File: config.mk
export PLATFORM = sky130hd
export DESIGN_NAME = tspr_front
export DESIGN_NICKNAME = d
export VERILOG_FILES = /design/src/sv/tspr_pkg.sv /design/src/sv/tspr_front.sv
export SDC_FILE = /design/constraint.sdc
export NUM_CORES = 1
export LEC_CHECK = 0
export ABC_AREA = 1
export BUFFER_PORTS_ARGS = -buffer_cell sky130_fd_sc_hd__buf_2
export CORE_AREA = 2 2 137 139
export CTS_CLUSTER_DIAMETER = 80
export DETAILED_ROUTE_END_ITERATION = 10
export DIE_AREA = 0 0 139 141
export PLACE_DENSITY = 0.69
export SYNTH_ARGS = -nofsm -noshare
export SYNTH_HDL_FRONTEND = slang
export SYNTH_SLANG_ARGS = --single-unit
File: constraint.sdc
create_clock -name clk -period 3.08 [get_ports clk]
set_input_delay 0.154 -clock clk [delete_from_list [all_inputs] [get_ports clk]]
set_output_delay 0.154 -clock clk [all_outputs]
set_load 0.005 [all_outputs]
File: src/sv/tspr_pkg.sv
// ----------------------------------------------------------------------------
// tspr_pkg: shared types and constants
// Function codes, store sizes and the queue entry type for the pixel renderer.
// ----------------------------------------------------------------------------
`default_nettype none
package tspr_pkg;

    localparam int SCREEN_WIDTH  = 256;
    localparam int SCREEN_HEIGHT = 192;
    localparam int TABLE_COLS    = 32;
    localparam int TABLE_ROWS    = 32;
    localparam int SPRITE_COUNT  = 64;

    localparam logic [2:0] FUNC_NT    = 3'd0;
    localparam logic [2:0] FUNC_SPT   = 3'd1;
    localparam logic [2:0] FUNC_BGT   = 3'd2;
    localparam logic [2:0] FUNC_ATTR  = 3'd3;
    localparam logic [2:0] FUNC_QUERY = 3'd4;

    localparam logic [2:0] REG_BACK   = 3'd0;
    localparam logic [2:0] REG_SCRX   = 3'd1;
    localparam logic [2:0] REG_SCRY   = 3'd2;
    localparam logic [2:0] REG_BGON   = 3'd3;
    localparam logic [2:0] REG_NT1ON  = 3'd4;
    localparam logic [2:0] REG_SPRON  = 3'd5;

    localparam int SPR_IDX_W = (SPRITE_COUNT > 1) ? $clog2(SPRITE_COUNT) : 1;
    localparam int QDEPTH    = 4;

    // One classified item in the queue between front and back.
    typedef struct packed {
        logic [2:0]  func;
        logic [13:0] addr;
        logic [7:0]  data;
        logic [7:0]  x;
        logic [7:0]  y;
        logic        off_screen;
    } tspr_cmd_t;

endpackage
`default_nettype wire

File: src/sv/tspr_front.sv
// ----------------------------------------------------------------------------
// tspr_front: input acceptance and command queue
// Accepts items, drops unused function codes, flags off-screen queries and
// holds up to four commands for the back end.
// ----------------------------------------------------------------------------
`default_nettype none
module tspr_front
    import tspr_pkg::*;
(
    input  wire logic       clk,
    input  wire logic       rst_n,
    input  wire logic       s_tvalid,
    output logic            s_tready,
    input  wire logic [40:0] s_tdata,
    output logic            q_valid,
    output tspr_cmd_t       q_cmd,
    input  wire logic       q_pop
);
    localparam int PW = $clog2(QDEPTH);

    tspr_cmd_t      mem_reg [QDEPTH];
    logic [PW-1:0]  wp_reg, rp_reg;
    logic [PW:0]    cnt_reg, cnt_next;
    tspr_cmd_t      c;
    logic           push, pop, keep;

    always_comb
    begin
        c.func = s_tdata[2:0];
        c.addr = s_tdata[16:3];
        c.data = s_tdata[24:17];
        c.x    = s_tdata[32:25];
        c.y    = s_tdata[40:33];
        c.off_screen = ({1'b0, c.x} >= 9'(SCREEN_WIDTH)) ||
                       ({1'b0, c.y} >= 9'(SCREEN_HEIGHT));
    end

    assign s_tready = (cnt_reg != (PW+1)'(QDEPTH));
    assign keep     = (c.func <= FUNC_QUERY);
    assign push     = s_tvalid && s_tready && keep;
    assign pop      = q_pop && q_valid;
    assign q_valid  = (cnt_reg != '0);
    assign q_cmd    = mem_reg[rp_reg];

    always_comb
    begin
        cnt_next = cnt_reg;
        if (push && !pop)
            cnt_next = cnt_reg + 1'b1;
        else if (pop && !push)
            cnt_next = cnt_reg - 1'b1;
    end

    always_ff @(posedge clk)
    begin
        if (push)
            mem_reg[wp_reg] <= c;
    end

    always_ff @(posedge clk or negedge rst_n)
    begin
        if (!rst_n)
        begin
            wp_reg  <= '0;
            rp_reg  <= '0;
            cnt_reg <= '0;
        end
        else
        begin
            if (push)
                wp_reg <= wp_reg + 1'b1;
            if (pop)
                rp_reg <= rp_reg + 1'b1;
            cnt_reg <= cnt_next;
        end
    end
endmodule
`default_nettype wire

==> results.toml, run 1 <==
[logic_synthesis]
syn_area_um2 = 7100
synth.top_cells.by_area = "edfxtp_1 (71%), o22ai_2 (4.8%), o21ai_0 (4.5%)"
synth_nets = 514
synthCells = 463
ys_types = 25
synth_most_common_cell = "edfxtp_1"
yosysSeqAreaShare_pct = 73.5
yosysTopAreaCellShare_pct = 71.0
synth_top_flop_cell = "edfxtp_1"
post_synth.cell_area_avg_um2 = 15.3
ys_seq_elements = 175
synth_common_cells = "edfxtp_1 (168), o21ai_0 (64), nor2_1 (60)"
synth-edff-count = 168
yosys_warnings = 0
async_reset_ff_share_pct = 4.00
yosysTopAreaCell = "edfxtp_1"

[detailed_routing]
drt-pass1-iter-count = 4
drc_errors = 0
antenna_left = 0
drt_wl_total_um = 14700
viasPerCell = 4.95
wl_per_cell_um = 17.5
via_count = 4166
drtIter0Drc = 296

[placed_design]
preCtsSetupSlack_ps = 878
dpl.hpwl_um = 8770
gp_routability_congestion = 0.761
port_buffers = 88

[global_routing]
grt_usage_pct = 15.3
grt-ovfl-total = 0
antenna_found_initial = 0
grt_max_degree = 86
grt_pass1_vias = 4275
grt_first_pass_wirelength_um = 23000

[die]
die-area_um2 = 19600
fp.dieH_um = 141
pin_count = 89
initial_core_util_pct = 38.9
fp.dieW_um = 139
coreArea_um2 = 18300
fp-row-count = 50

[setup_path]
arrival_ps = 2180
critPathLaunchType = "register"
path_class = "register to primary output"
cp_max_fo = 45
ff2ff_setup_slack_ps = 890
worst-r2r-cell-count = 5
max_stage_delay_ps = 490
timing.rr.start = "cnt_reg[0]$_DFFE_PN0P_"
required_ps = 2930
regToRegEndpoint = "mem_reg[2][33]$_DFFE_PP_"
slowest_stage = "inv_4"
crit_chain = "inv_4, buf_4, o21ai_0, o22ai_2, buf_2"
endpoint_kind = "primary output"

[sta]
hold_viol = 0
worst_clock_skew_ps = 5.17
clock.fmax_mhz = 429
setup_tns_ps = 0
worst_pin_slew_ps = 836
rsz0062_at_grt = "false"
setup_ws_ps = 750
finalCritPeriodShare_pct = 75.6
timing.slew.headroom_pct = 44.2
setup_viol = 0
report.final.slew_viol_count = 0
fin_crit_ps = 2330

[final_layout]
area_growth_syn_to_layout_pct = 22.8
final_layout_size_suffix_gt1_share_pct = 31.0
fin_nets = 645
largest_reg_flops = 168
antenna_cells = 0

[clocking]
clockBufferDepth = 2
clock_latency_ps = 420
cts_sinks = 175
post-cts-setup-buffer-count = 0
clk_pin_slew_ps = 60
ctsRootBufferMaster = "clkbuf_16"
numCtsBuffers = 17
holdBufCountCts = 42
cts_tree = "yes"
htree_levels = 4
cts_resized = 0

[pwr]
power_leakage_nw = 3.06
p_per_area_nw_per_um2 = 896
peakVddDrop_uv = 595

[worst_hold_path]
hold_depth = 3
min_from = "s_tvalid"
holdPathEnd = "wp_reg[0]$_DFFE_PN0P_"
hp-class = "input pin to register"

[run_status]
status = "finished, final reports clean"

[job]
drv_cap = 0
-- report_power, final --
part	total [mW]	internal (mW)	switching [mW]
Combinational	2.67	0.972	1.69
Clock	2.07	1.26	0.811
Sequential	3.08	2.97	0.112
-- worst max path at each step --
stage                          endpoint                    from  slack (ps)
6_report                      q_cmd[35]   rp_reg[0]$_DFFE_PN0P_         750
3_3_place_gp   mem_reg[2][39]$_DFFE_PP_  cnt_reg[0]$_DFFE_PN0P_         980
3_5_place_dp   mem_reg[2][32]$_DFFE_PP_  cnt_reg[0]$_DFFE_PN0P_         880
2_1_floorplan   mem_reg[0][0]$_DFFE_PP_  cnt_reg[0]$_DFFE_PN0P_         120
5_1_grt                       q_cmd[37]   rp_reg[0]$_DFFE_PN0P_         600
4_1_cts                       q_cmd[35]   rp_reg[0]$_DFFE_PN0P_         690
-- worst max-delay path: cells and delay by family (launching register included) --
family	cells	cell delay, ps
AOI/OAI and AO/OA	2	300
buffers and inverters	3	1010
DFF	1	420
-- cell usage in the layout (no fill, tap or decap), types with 3 or more instances in the layout --
master / instances
nor2_4: 31
dfrtp_1: 5
clkbuf_8: 3
clkbuf_16: 17
buf_2: 88
nor2_1: 56
buf_4: 8
nand4_1: 3
o22ai_1: 15
ha_1: 5
nand2_1: 16
dlygate4sd3_1: 42
o21ai_0: 64
inv_1: 12
o21ai_1: 22
o22ai_2: 27
edfxtp_1: 168
clkbuf_1: 6
-- cells by family after synthesis --
family	after synthesis	share of synthesized area, %
flip-flops	175	73.5
AO/OA/AOI/OAI	128	12.1
AND/OR/NAND/NOR	110	8.95
buffers and inverters	41	3.91
adder cells (fa/ha/maj)	6	1.16
XOR/XNOR	3	0.370
-- final cells by class --
| class | instances | area (µm²) |
|---|---|---|
| inverter | 14 | 55.1 |
| timing repair buffer | 139 | 941 |
| multi-input combinational | 247 | 1640 |
| tap | 234 | 293 |
| sequential | 175 | 5220 |
| clock buffer | 26 | 489 |
| clock inverter | 6 | 85.1 |
| fill | 1600 | 9550 |
-- per-layer routing --
layer / GRT usage [%] / routed length, µm / vias to the layer above
met5: 0 / 0 / -
met4: 5.53 / 203 / 0
met3: 3.50 / 549 / 17
met2: 26.4 / 7580 / 107
met1: 19.1 / 6400 / 2056
li1: - / - / 1986
-- stage by stage --
step	power (mW)	instances	hold slack, ps	utilization [%]	instance area [µm²]
2_1_floorplan	4.98	463	-142	-	7100
3_3_place_gp	5.70	767	0.672	42.3	7730
3_5_place_dp	5.79	767	2.10	42.3	7730
4_1_cts	7.91	841	14.0	47.7	8720
5_1_grt	8.28	841	26.1	47.7	8720
6_report	7.81	841	31.3	47.7	8720
(Power assumes the default switching activity.)
==> inputs of run 2 (changes only) <==
- clock period: 3.08 -> 1.9 ns (I/O delays scaled with it)
==> results.toml, run 2 (synthesis gave the netlist of run 1 again) <==
[run_status]
status = "finished, final reports clean"

[clocking]
clockBufferDepth = 2
clk_pin_slew_ps = 60
numCtsBuffers = 17
cts_tree = "yes"
cts_sinks = 175
clock_latency_ps = 420
htree_levels = 4
post-cts-setup-buffer-count = 0
ctsRootBufferMaster = "clkbuf_16"

[sta]
setup_viol = 0
rsz0062_at_grt = "true"
timing.slew.headroom_pct = 80.3
clock.fmax_mhz = 533
worst_clock_skew_ps = 5.70
finalCritPeriodShare_pct = 98.7
hold_viol = 0
holdWs_ps = 28.9
worst_pin_slew_ps = 294
setup_ws_ps = 24.6
setup_tns_ps = 0
fin_crit_ps = 1880
report.final.slew_viol_count = 0

[pwr]
combPwrFrac_pct = 36.6
netSwitchingPower_mw = 4.48
p_seq_share_pct = 38.1
p_int_mw = 8.66
power_leakage_nw = 3.16
power_mw = 13.1
sw_frac_of_total_pct = 34.1
peakVddDrop_uv = 745
p_clk_share_pct = 25.3
p_per_area_nw_per_um2 = 1460

[final_layout]
multi_input_area_um2 = 1660
fin_area_um2 = 8990
area_growth_syn_to_layout_pct = 26.5
stdcell_count = 855
final_core_util_pct = 49.2
final_cell_mix = "edfxtp_1 (168), buf_2 (88), o21ai_0 (64), nor2_1 (55), dlygate4sd3_1 (44)"
seqCellArea_um2 = 5220
largest_reg_flops = 168
final_layout_size_suffix_gt1_share_pct = 33.7
fin_nets = 658
n_fill_cell = 1561
final_common_cell = "edfxtp_1"

[detailed_routing]
top_layer = "met4"
met1_length_um = 6740
viasPerCell = 4.97
via_count = 4250
drtIter0Drc = 298
wl_met3_um = 629
drt_wl_total_um = 14800
wl_per_cell_um = 17.3
drt-pass1-iter-count = 5
met2_length_um = 7160
drc_errors = 0
antenna_left = 0

[setup_path]
path_class = "input pin to register"
arrival_ps = 2190
max_stage_delay_ps = 530
worst-r2r-cell-count = 11
endpoint_kind = "register"
cp_common_cell = "nand2_1"
crit_chain = "dlygate4sd3_1, buf_2, o21ai_1, nand3_2, inv_1, ha_2, inv_1, fa_1, nand2_1, nand3_1, nand2_1, nand2_1"
cp_max_fo = 5
regToRegEndpoint = "cnt_reg[2]$_DFFE_PN0P_"
slowest_stage = "dlygate4sd3_1"
critPathLaunchType = "input pin"
timing.rr.start = "cnt_reg[1]$_DFFE_PN0P_"
ff2ff_setup_slack_ps = 30
required_ps = 2220

[die]
fp.dieH_um = 141
die-area_um2 = 19600
fp.dieW_um = 139
fp-row-count = 50
initial_core_util_pct = 38.9
pin_count = 89
coreArea_um2 = 18300

[global_routing]
grt_max_degree = 47
antenna_found_initial = 1
grt-ovfl-total = 0
grt_first_pass_wirelength_um = 23000
grt_usage_pct = 15.3
grt_pass1_vias = 4399

[placed_design]
preCtsSetupSlack_ps = -16.9
port_buffers = 88
placed_cell_area_um2 = 7870
dpl.hpwl_um = 8980
gp_routability_congestion = 0.717
place_inst = 777

[worst_hold_path]
hp-class = "input pin to async pin"

[job]
drv_cap = 0
## run 2: cell type report
type	count	area share, %
clock buffers	18	4.78
flip-flops and latches	175	58.1
clock inverters	14	1.57
multi-input cells	247	18.5
diodes	1	0.0278
repair buffers	152	13.1
inverters	14	0.668
well taps	234	3.26
## run 2: critical path, delay by kind of cell
family	cells	cell delay, ps
fa+ha+maj	2	550
simple gates	5	440
buf+inv	4	830
compound gates	1	270
## run 2: repair_timing
action,CTS,global route
gates resized for setup,6,16
hold buffers,44,0
gates cloned,0,1
endpoints found under the hold margin,175,0
endpoints found under the setup margin,21,8
## run 2: power groups by stage
stage	logic (mW)	clock network, mW	registers (mW)
3_3_place_gp	4.40	0	5.04
5_1_grt	5.27	3.53	5.06
4_1_cts	4.69	3.39	5.00
2_1_floorplan	3.04	0	5.03
6_report	4.80	3.32	5.01
3_5_place_dp	4.56	0	5.07
## run 2: worst max-delay path by stage
stage                     cells past startpoint                    from  slack (ps)                 endpoint
after global placement                       10  cnt_reg[1]$_DFFE_PN0P_         170   cnt_reg[2]$_DFFE_PN0P_
after floorplan                               4  cnt_reg[0]$_DFFE_PN0P_        -400  mem_reg[0][0]$_DFFE_PP_
after global routing                         11  cnt_reg[1]$_DFFE_PN0P_         -70   cnt_reg[2]$_DFFE_PN0P_
after CTS                                     5   rp_reg[1]$_DFFE_PN0P_           4                q_cmd[32]
final                                        12              s_tdata[0]          20   cnt_reg[2]$_DFFE_PN0P_
after detailed placement                     11  cnt_reg[0]$_DFFE_PN0P_         -20   cnt_reg[2]$_DFFE_PN0P_
## run 2: routing by layer
metal,up-vias,GRT usage [%]
met5,-,0
met4,0,5.58
met2,130,25.2
met1,2088,19.7
li1,2009,-
met3,23,3.84
